[config.mk]
export PLATFORM = sky130hd
export DESIGN_NAME = mqtt_control_packet_deframer
export DESIGN_NICKNAME = d
export VERILOG_FILES = /design/src/hdl/mqttdf_pkg.sv /design/src/hdl/mqttdf_parse.sv /design/src/hdl/mqtt_control_packet_deframer.sv
export SDC_FILE = /design/constraint.sdc
export NUM_CORES = 1
export LEC_CHECK = 0
export ABC_CLOCK_PERIOD_IN_PS = 16300
export BUFFER_PORTS_ARGS = -buffer_cell sky130_fd_sc_hd__buf_2
export CAP_MARGIN = 20
export CORE_ASPECT_RATIO = 0.5
export CORE_MARGIN = 2
export CORE_UTILIZATION = 40
export DETAILED_ROUTE_END_ITERATION = 16
export PLACE_DENSITY = 0.59
export RECOVER_POWER = 25
export SETUP_SLACK_MARGIN = 0.5
export SYNTH_ARGS = -nofsm -noshare
export SYNTH_HDL_FRONTEND = slang
export SYNTH_SLANG_ARGS = --single-unit
export TNS_END_PERCENT = 30
[constraint.sdc]
create_clock -name i_clk -period 16.3 [get_ports i_clk]
set_clock_uncertainty 0.2 [all_clocks]
set_input_delay 2.445 -clock i_clk [delete_from_list [all_inputs] [get_ports i_clk]]
set_output_delay 2.445 -clock i_clk [all_outputs]
set_load 0.05 [all_outputs]
[src/hdl/mqttdf_pkg.sv]
// Shared types and constants for the MQTT control packet deframer.
// Holds byte role and status codes, the config and result beat structs.
// No dependencies.
package mqttdf_pkg;

    // Remaining-length ceiling of the hardware, and length field size
    localparam int unsigned BODY_LIMIT       = 2048;
    localparam int unsigned LENGTH_BYTES_MAX = 4;

    localparam int unsigned BODY_LEN_W  = 12;
    localparam int unsigned TOPIC_MAX_W = 11;
    localparam int unsigned REM_LEN_W   = 28;

    localparam logic [3:0] TYPE_PUBLISH = 4'd3;

    // Byte roles
    localparam logic [2:0] ROLE_HEADER    = 3'd0;
    localparam logic [2:0] ROLE_LENGTH    = 3'd1;
    localparam logic [2:0] ROLE_TOPIC_LEN = 3'd2;
    localparam logic [2:0] ROLE_TOPIC     = 3'd3;
    localparam logic [2:0] ROLE_PACKET_ID = 3'd4;
    localparam logic [2:0] ROLE_BODY      = 3'd5;

    // Frame errors
    localparam logic [1:0] FERR_NONE     = 2'd0;
    localparam logic [1:0] FERR_OVERRUN  = 2'd1;
    localparam logic [1:0] FERR_TOO_LONG = 2'd2;

    // Publish verdicts
    localparam logic [2:0] PUB_NONE        = 3'd0;
    localparam logic [2:0] PUB_DELIVER     = 3'd1;
    localparam logic [2:0] PUB_PUBACK      = 3'd2;
    localparam logic [2:0] PUB_UNSUPPORTED = 3'd3;
    localparam logic [2:0] PUB_MALFORMED   = 3'd4;

    // Configuration register indexes
    localparam logic CFG_MAX_BODY  = 1'b0;
    localparam logic CFG_MAX_TOPIC = 1'b1;

    typedef struct packed {
        logic [BODY_LEN_W-1:0]  max_body_length;
        logic [TOPIC_MAX_W-1:0] max_topic_length;
    } t_cfg;

    typedef struct packed {
        logic [7:0]  data_byte;
        logic [2:0]  byte_role;
        logic [3:0]  packet_type;
        logic [3:0]  header_flags;
        logic [10:0] body_index;
        logic [11:0] body_length;
        logic        packet_done;
        logic [1:0]  frame_error;
        logic [1:0]  publish_qos;
        logic [15:0] publish_topic_length;
        logic [15:0] packet_identifier;
        logic [2:0]  publish_status;
    } t_result;

endpackage

[src/hdl/mqttdf_parse.sv]
// Parser core of the MQTT deframer: per-byte packet state and result logic.
// Depends on mqttdf_pkg.
module mqttdf_parse
    import mqttdf_pkg::*;
(
    input  logic       i_clk,
    input  logic       i_rst_n,
    input  logic       i_en,
    input  logic [7:0] i_byte,
    input  t_cfg       i_cfg,
    output t_result    o_result
);

    typedef enum logic [1:0] {
        ST_HEADER = 2'd0,
        ST_LENGTH = 2'd1,
        ST_BODY   = 2'd2
    } t_stage;

    t_stage                 r_stage, n_stage;
    logic [7:0]             r_hdr, n_hdr;
    logic [REM_LEN_W-1:0]   r_rem, n_rem;
    logic [2:0]             r_len_cnt, n_len_cnt;
    logic [BODY_LEN_W-1:0]  r_body_cnt, n_body_cnt;
    logic [15:0]            r_tl, n_tl;
    logic [15:0]            r_pid, n_pid;

    logic [BODY_LEN_W-1:0]  lim;
    logic [REM_LEN_W-1:0]   len_add;
    logic [17:0]            tend;
    logic [17:0]            idx_ext;
    logic [1:0]             hdr_qos;
    logic                   hdr_pub;
    logic                   is_pub;
    logic [1:0]             qos;
    logic [2:0]             role;
    logic [10:0]            index;
    logic [11:0]            blen;
    logic                   done;
    logic [1:0]             ferr;
    logic [2:0]             status;
    logic [11:0]            vlen;
    logic [16:0]            tl_ext;

    always_comb begin
        lim = (i_cfg.max_body_length < BODY_LEN_W'(BODY_LIMIT)) ?
              i_cfg.max_body_length : BODY_LEN_W'(BODY_LIMIT);
    end

    // Position the 7-bit group by length byte number
    always_comb begin
        case (r_len_cnt[1:0])
            2'd0:    len_add = {21'd0, i_byte[6:0]};
            2'd1:    len_add = {14'd0, i_byte[6:0], 7'd0};
            2'd2:    len_add = {7'd0, i_byte[6:0], 14'd0};
            default: len_add = {i_byte[6:0], 21'd0};
        endcase
    end

    assign hdr_pub = (r_hdr[7:4] == TYPE_PUBLISH);
    assign hdr_qos = r_hdr[2:1];
    assign tend    = 18'(r_tl) + 18'd2;
    assign idx_ext = 18'(r_body_cnt);

    always_comb begin
        n_stage    = r_stage;
        n_hdr      = r_hdr;
        n_rem      = r_rem;
        n_len_cnt  = r_len_cnt;
        n_body_cnt = r_body_cnt;
        n_tl       = r_tl;
        n_pid      = r_pid;
        role       = ROLE_HEADER;
        index      = 11'd0;
        blen       = 12'd0;
        done       = 1'b0;
        ferr       = FERR_NONE;

        unique case (r_stage)
            ST_LENGTH: begin
                role      = ROLE_LENGTH;
                n_rem     = r_rem + len_add;
                n_len_cnt = r_len_cnt + 3'd1;
                if (i_byte[7]) begin
                    if (n_len_cnt >= 3'(LENGTH_BYTES_MAX)) begin
                        ferr = FERR_OVERRUN;
                    end
                end else if (n_rem > REM_LEN_W'(lim)) begin
                    ferr = FERR_TOO_LONG;
                end else begin
                    blen = n_rem[11:0];
                    if (n_rem == '0) begin
                        done = 1'b1;
                    end else begin
                        n_stage = ST_BODY;
                    end
                end
            end
            ST_BODY: begin
                role  = ROLE_BODY;
                index = r_body_cnt[10:0];
                blen  = r_rem[11:0];
                if (hdr_pub) begin
                    if (r_body_cnt == 12'd0) begin
                        role = ROLE_TOPIC_LEN;
                        n_tl = {i_byte, 8'd0};
                    end else if (r_body_cnt == 12'd1) begin
                        role = ROLE_TOPIC_LEN;
                        n_tl = {r_tl[15:8], i_byte};
                    end else if (idx_ext < tend) begin
                        role = ROLE_TOPIC;
                    end else if (hdr_qos != 2'd0 && idx_ext == tend) begin
                        role  = ROLE_PACKET_ID;
                        n_pid = {i_byte, 8'd0};
                    end else if (hdr_qos != 2'd0 && idx_ext == tend + 18'd1) begin
                        role  = ROLE_PACKET_ID;
                        n_pid = {r_pid[15:8], i_byte};
                    end
                end
                n_body_cnt = r_body_cnt + 12'd1;
                if (REM_LEN_W'(n_body_cnt) >= r_rem) begin
                    done = 1'b1;
                end
            end
            default: begin
                n_stage    = ST_LENGTH;
                n_hdr      = i_byte;
                n_rem      = '0;
                n_len_cnt  = 3'd0;
                n_body_cnt = '0;
                n_tl       = 16'd0;
                n_pid      = 16'd0;
            end
        endcase
    end

    // Publish verdict on the updated fields
    assign is_pub = (n_hdr[7:4] == TYPE_PUBLISH);
    assign qos    = is_pub ? n_hdr[2:1] : 2'd0;
    assign vlen   = n_rem[11:0];
    assign tl_ext = 17'(n_tl);

    always_comb begin
        status = PUB_NONE;
        if (done && is_pub) begin
            if (vlen < 12'd2) begin
                status = PUB_MALFORMED;
            end else if (tl_ext > 17'(vlen - 12'd2) ||
                         n_tl > 16'(i_cfg.max_topic_length)) begin
                status = PUB_MALFORMED;
            end else if (qos != 2'd0 && tl_ext + 17'd4 > 17'(vlen)) begin
                status = PUB_MALFORMED;
            end else if (qos == 2'd0) begin
                status = PUB_DELIVER;
            end else if (qos == 2'd1) begin
                status = (n_pid != 16'd0) ? PUB_PUBACK : PUB_DELIVER;
            end else begin
                status = PUB_UNSUPPORTED;
            end
        end
    end

    always_comb begin
        o_result.data_byte            = i_byte;
        o_result.byte_role            = role;
        o_result.packet_type          = n_hdr[7:4];
        o_result.header_flags         = n_hdr[3:0];
        o_result.body_index           = index;
        o_result.body_length          = blen;
        o_result.packet_done          = done;
        o_result.frame_error          = ferr;
        o_result.publish_qos          = qos;
        o_result.publish_topic_length = is_pub ? n_tl : 16'd0;
        o_result.packet_identifier    = (is_pub && qos != 2'd0) ? n_pid : 16'd0;
        o_result.publish_status       = status;
    end

    always_ff @(posedge i_clk) begin
        if (!i_rst_n) begin
            r_stage    <= ST_HEADER;
            r_hdr      <= 8'd0;
            r_rem      <= '0;
            r_len_cnt  <= 3'd0;
            r_body_cnt <= '0;
            r_tl       <= 16'd0;
            r_pid      <= 16'd0;
        end else if (i_en) begin
            if (done || ferr != FERR_NONE) begin
                // Packet closed or dropped: wait for the next header
                r_stage    <= ST_HEADER;
                r_hdr      <= 8'd0;
                r_rem      <= '0;
                r_len_cnt  <= 3'd0;
                r_body_cnt <= '0;
                r_tl       <= 16'd0;
                r_pid      <= 16'd0;
            end else begin
                r_stage    <= n_stage;
                r_hdr      <= n_hdr;
                r_rem      <= n_rem;
                r_len_cnt  <= n_len_cnt;
                r_body_cnt <= n_body_cnt;
                r_tl       <= n_tl;
                r_pid      <= n_pid;
            end
        end
    end

endmodule

[src/hdl/mqtt_control_packet_deframer.sv]
// Top level of the MQTT control packet deframer: input register, config
// registers, parser core and result register. Depends on mqttdf_pkg, mqttdf_parse.
//
// Usage: received bytes enter on i_rx_byte with i_valid; the block raises
// o_stall when it cannot take a beat. Each byte gives exactly one result beat
// on o_valid, held until the receiver takes it with i_stall low.
// Result: the byte echoed with its role, header nibbles, body index and
// length, end-of-packet flag, frame error and PUBLISH fields and verdict.
// The result beat is registered: its byte passes the input register, then the
// result register. Throughput: one byte per cycle while the receiver does not
// stall, set by the combinational parser update between the two registers.
// When the receiver stalls, the result register holds, then the input register
// fills, then o_stall rises; no beat is lost. Reset (synchronous, active low)
// empties both registers, returns the parser to awaiting a header and loads
// max_body_length 2048, max_topic_length 96. Configuration: i_cfg_we writes
// i_cfg_data into register i_cfg_index (0 max_body_length, 1 max_topic_length);
// the user writes only while the block is idle, which the block does not enforce.
module mqtt_control_packet_deframer
    import mqttdf_pkg::*;
(
    input  logic        i_clk,
    input  logic        i_rst_n,
    input  logic        i_valid,
    output logic        o_stall,
    input  logic [7:0]  i_rx_byte,
    output logic        o_valid,
    input  logic        i_stall,
    output logic [7:0]  o_data_byte,
    output logic [2:0]  o_byte_role,
    output logic [3:0]  o_packet_type,
    output logic [3:0]  o_header_flags,
    output logic [10:0] o_body_index,
    output logic [11:0] o_body_length,
    output logic        o_packet_done,
    output logic [1:0]  o_frame_error,
    output logic [1:0]  o_publish_qos,
    output logic [15:0] o_publish_topic_length,
    output logic [15:0] o_packet_identifier,
    output logic [2:0]  o_publish_status,
    input  logic        i_cfg_we,
    input  logic        i_cfg_index,
    input  logic [11:0] i_cfg_data
);

    t_cfg       r_cfg;
    logic       r_in_vld;
    logic [7:0] r_in_byte;
    logic       r_out_vld;
    t_result    r_out;
    t_result    parse_res;
    logic       out_free;
    logic       advance;
    logic       in_free;

    assign out_free = !r_out_vld || !i_stall;
    assign advance  = r_in_vld && out_free;
    assign in_free  = !r_in_vld || out_free;
    assign o_stall  = !in_free;

    always_ff @(posedge i_clk) begin
        if (!i_rst_n) begin
            r_cfg.max_body_length  <= BODY_LEN_W'(2048);
            r_cfg.max_topic_length <= TOPIC_MAX_W'(96);
        end else if (i_cfg_we) begin
            unique case (i_cfg_index)
                CFG_MAX_BODY:  r_cfg.max_body_length  <= i_cfg_data;
                CFG_MAX_TOPIC: r_cfg.max_topic_length <= i_cfg_data[TOPIC_MAX_W-1:0];
                default:       ;
            endcase
        end
    end

    always_ff @(posedge i_clk) begin
        if (!i_rst_n) begin
            r_in_vld <= 1'b0;
        end else if (in_free) begin
            r_in_vld <= i_valid;
        end
    end

    always_ff @(posedge i_clk) begin
        if (in_free && i_valid) begin
            r_in_byte <= i_rx_byte;
        end
    end

    mqttdf_parse u_parse (
        .i_clk    (i_clk),
        .i_rst_n  (i_rst_n),
        .i_en     (advance),
        .i_byte   (r_in_byte),
        .i_cfg    (r_cfg),
        .o_result (parse_res)
    );

    always_ff @(posedge i_clk) begin
        if (!i_rst_n) begin
            r_out_vld <= 1'b0;
        end else if (out_free) begin
            r_out_vld <= r_in_vld;
        end
    end

    always_ff @(posedge i_clk) begin
        if (advance) begin
            r_out <= parse_res;
        end
    end

    assign o_valid                = r_out_vld;
    assign o_data_byte            = r_out.data_byte;
    assign o_byte_role            = r_out.byte_role;
    assign o_packet_type          = r_out.packet_type;
    assign o_header_flags         = r_out.header_flags;
    assign o_body_index           = r_out.body_index;
    assign o_body_length          = r_out.body_length;
    assign o_packet_done          = r_out.packet_done;
    assign o_frame_error          = r_out.frame_error;
    assign o_publish_qos          = r_out.publish_qos;
    assign o_publish_topic_length = r_out.publish_topic_length;
    assign o_packet_identifier    = r_out.packet_identifier;
    assign o_publish_status       = r_out.publish_status;

endmodule

==> metrics.txt <==
top post-synthesis cells by area=sky130_fd_sc_hd__edfxtp_1 (19%), sky130_fd_sc_hd__dfxtp_1 (16%), sky130_fd_sc_hd__ha_1 (10%); worst endpoint required time=about 16000 ps; leakage power summed over all cells=5.882 nW; count of antenna-violating nets left after detailed routing=0; initial core utilization=approximately two fifths; wire length per cell=roughly 20 microns; Post-Synthesis Cells=approximately 1600; yosys synthesis warning count=0; max-cap viol count=1; die area=around 37000 sq um; clk sink count=200; total routing usage reported by global routing=between 20% and 30%; maximum operating frequency=around 140 MHz; via count of the first global-routing pass=11330; proportion of synthesized chip area in sequential cells=between 30% and 40%; number of antenna cells inserted=0; setup repair after global routing missed its margin=no; remaining design rule violation count=0; worst flop-to-flop path endpoint=o_publish_status[0]$_SDFFCE_PP0P_; layout cell share with drive strength beyond 1=approximately 10%; final std cell area, no fill=roughly 16000 sq um; setup slack of the worst register-to-register path=a little under 9000 ps; average vias per placed instance=between 5 and 6; post-CTS setup-driven buffer insertion count=0; max_slew headroom=-39.96%; share of synthesized registers carrying an async set or reset=0%; Reg2Reg Launch Point=u_parse.r_stage[0]$_SDFFE_PN0P_; Starting DRT DRC Count=approximately 1300; Area Growth Syn to Fin=10.23%; netlist area before placement=between 10000 and 15000 sq um; worst hold endpoint=u_parse.r_hdr[0]$_SDFFE_PN0P_; maximum fanout encountered on the critical timing path=36; count of endpoints failing hold in the final timing report=0; Worst R2R Path Depth=19; H-tree depth=4; power density cells=roughly 70 nW/um^2; Avg Inst Size Synth=roughly 8.6 sq um; arrival time at the worst endpoint=about 7500 ps; run status=complete, but fails checks; final weighted congestion in routability-driven placement=between 0.9 and 1; transition at the pin with the smallest max-transition slack=~2100 ps; critical path startpoint category=flip-flop; cts repair resizes=0; number of buffers on the longest clock path=2; flip-flop and latch count after synthesis=200; maximum number of pins on one net before global-route repair=64; total core area=~35000 sq um; final setup violating endpoints=0; number of hold buffers added after cts=0; number of clock buffers inserted by TritonCTS=17; number of instances on the worst hold path=2; total negative slack=0 ps; floorplan row count=48; IR drop worst, VDD=between 0.00008 and 0.00009 V; Overflow after GRT=0; width of the die=around 270 microns; cell area after placement=about 15000 sq um; area share of the largest cell type after synthesis=between 10% and 20%; Worst-Skew Late Latency=roughly 470 ps; io pins=110; max-slew violation total from the final report=37; first-pass GRT wire length=around 67 mm; total nets after synthesis=around 1800; Tmin final=about 7400 ps; largest area contributor in the synthesized netlist=sky130_fd_sc_hd__edfxtp_1; number of library cell types mapped by synthesis=between 90 and 100; type of the worst setup path=flip-flop to flip-flop; Final Net Count=between 1500 and 2000; category of the worst setup path capture point=flip-flop; primary flip-flop cell chosen by synthesis mapping=sky130_fd_sc_hd__dfxtp_1; number of buffers inserted by port buffering=between 100 and 150; antenna violations before repair=2; failing checks=capacitance limit, slew limit; placed wire-length estimate after detailed placement=roughly 33 mm; number of iterations in the first detailed-routing pass=7; CTS tree=built; start point of the worst min-delay path=u_parse.r_hdr[0]$_SDFFE_PN0P_; share of the cycle needed by the critical path after routing=a little under half; Tightest Hold Check Type=flip-flop to flip-flop; clock root cell=sky130_fd_sc_hd__clkbuf_16; register clock-pin slew on the reported worst setup and hold paths=approximately 70 ps; Post-synth EDFFs=90; post-detailed-routing wire length=44.26 mm; DIE HEIGHT=roughly 140 microns; count of vias placed by the detailed router=12660
cell families after synthesis:
group,count (synthesis),share of synthesized area [%]
compound gates,407,20.08
xor+xnor,66,4.321
fa+ha+maj,116,10.37
buf+inv,168,4.677
flops,200,34.85
mux,18,1.360
simple gates,670,24.34
per-stage QoR:
stage          utilization (%)  std cells  worst slack (ps)  total power (W)  hold slack, ps
6_report                 44.92       2179              8910         0.001108           248.5
5_1_grt                  44.92       2179              8374         0.001143           271.0
4_1_cts                  44.98       2176              9737         0.001114           254.3
3_5_place_dp             43.24       2144              9740        0.0006842           243.3
3_3_place_gp             43.24       2144              9939        0.0006836           235.5
2_1_floorplan                -       1645             10100        0.0006461           224.4
worst max-delay path, stage by stage (launching register included):
cell and delay (ps):
sky130_fd_sc_hd__dfxtp_1 360, sky130_fd_sc_hd__inv_1 50, sky130_fd_sc_hd__ha_1 280, sky130_fd_sc_hd__clkbuf_1 1510, sky130_fd_sc_hd__nor2b_1 410, sky130_fd_sc_hd__buf_4 340
sky130_fd_sc_hd__a32oi_1 680, sky130_fd_sc_hd__nand3_1 230, sky130_fd_sc_hd__nor4bb_1 660, sky130_fd_sc_hd__nand2_1 300, sky130_fd_sc_hd__ha_1 370, sky130_fd_sc_hd__a21boi_0 130
sky130_fd_sc_hd__a2111oi_0 460, sky130_fd_sc_hd__o211ai_1 190, sky130_fd_sc_hd__a31oi_1 260, sky130_fd_sc_hd__a31oi_1 70, sky130_fd_sc_hd__nor3_1 160, sky130_fd_sc_hd__and3_1 210
sky130_fd_sc_hd__a21boi_1 210, sky130_fd_sc_hd__o211a_1 170
synthesized netlist by cell type, drive strengths merged (11+ instances only):
cell    number
or4         13
nand3       62
a22oi       40
a31oi       18
nor2       136
nand4       30
or3         13
and2        54
ha         115
a21o        19
a22o        30
dfxtp      110
buf         27
xnor2       40
and3        17
inv         66
o211ai      13
nand2b      18
nand2      191
o21ai       56
xor2        24
edfxtp      90
a21oi      124
a211oi      11
nor2b       26
nor3        39
nor4        24
clkbuf      74
worst max-delay path by stage:
stage                                                   end  depth (start not counted)                       startpoint
after detailed placement  o_publish_status[2]$_SDFFCE_PP0P_                         21           r_in_byte[0]$_DFFE_PP_
after global routing      o_publish_status[0]$_SDFFCE_PP0P_                         19  u_parse.r_stage[0]$_SDFFE_PN0P_
final                     o_publish_status[0]$_SDFFCE_PP0P_                         19  u_parse.r_stage[0]$_SDFFE_PN0P_
after global placement       u_parse.r_rem[26]$_SDFFE_PN0P_                          8                          i_stall
after CTS                 o_publish_status[2]$_SDFFCE_PP0P_                         21           r_in_byte[0]$_DFFE_PP_
after floorplan               o_body_index[0]$_SDFFCE_PP0P_                          5                          i_stall
final cells by class:
class,instances,area [sq um]
Timing Repair Buffer,128,644.4
Sequential cell,200,4905
Fill cell,3424,19020
Clock buffer,17,425.4
Tap cell,475,594.3
Clock inverter,15,177.7
Multi-Input combinational cell,1277,8512
Inverter,67,254.0
power by group:
part	internal, W	leakage, nW	switching, W
combinational	0.0000300	3.85	0.0000958
clock	0.000207	0.288	0.000228
sequential	0.000538	1.75	0.00000902
total	0.000775	5.88	0.000333
metal layers:
metal / up-vias / track usage [%] / share of wire, %
met5: - / 0 / 0
met4: 0 / 5.463 / 1.3
met3: 44 / 5.404 / 7.5
met2: 406 / 36.44 / 44
met1: 6080 / 33.54 / 47
li1: 6126 / - / -
registers in the layout, indices dropped and copies added, names as in the netlist, 3 cells and up:
signal and count:
u_parse.r_pid 16, o_packet_type 4, r_cfg 23, o_header_flags 4
u_parse.r_rem 28, o_body_length 12, o_byte_role 3, o_publish_topic_length 16
u_parse.r_len_cnt 3, o_publish_status 3, u_parse.r_hdr 8, o_data_byte 8
u_parse.r_body_cnt 12, o_packet_identifier 16, r_in_byte 8, o_body_index 11
u_parse.r_tl 16
cells in the final DEF (no fill, tap or decap), types with 18 or more instances in the layout:
cell type,count
sky130_fd_sc_hd__clkbuf_1,22
sky130_fd_sc_hd__and2_1,47
sky130_fd_sc_hd__ha_1,115
sky130_fd_sc_hd__nor2b_1,26
sky130_fd_sc_hd__a22oi_1,40
sky130_fd_sc_hd__a21oi_1,120
sky130_fd_sc_hd__xor2_1,24
sky130_fd_sc_hd__buf_2,95
sky130_fd_sc_hd__edfxtp_1,90
sky130_fd_sc_hd__nand2b_1,18
sky130_fd_sc_hd__a31oi_1,18
sky130_fd_sc_hd__nand4_1,30
sky130_fd_sc_hd__nor3_1,36
sky130_fd_sc_hd__o21ai_0,54
sky130_fd_sc_hd__a21o_1,19
sky130_fd_sc_hd__nor4_1,19
sky130_fd_sc_hd__inv_1,66
sky130_fd_sc_hd__nor2_1,135
sky130_fd_sc_hd__a22o_1,30
sky130_fd_sc_hd__xnor2_1,40
sky130_fd_sc_hd__nand2_1,189
sky130_fd_sc_hd__dfxtp_1,110
sky130_fd_sc_hd__nand3_1,61
Note: power is estimated with default switching activity, not from simulation.
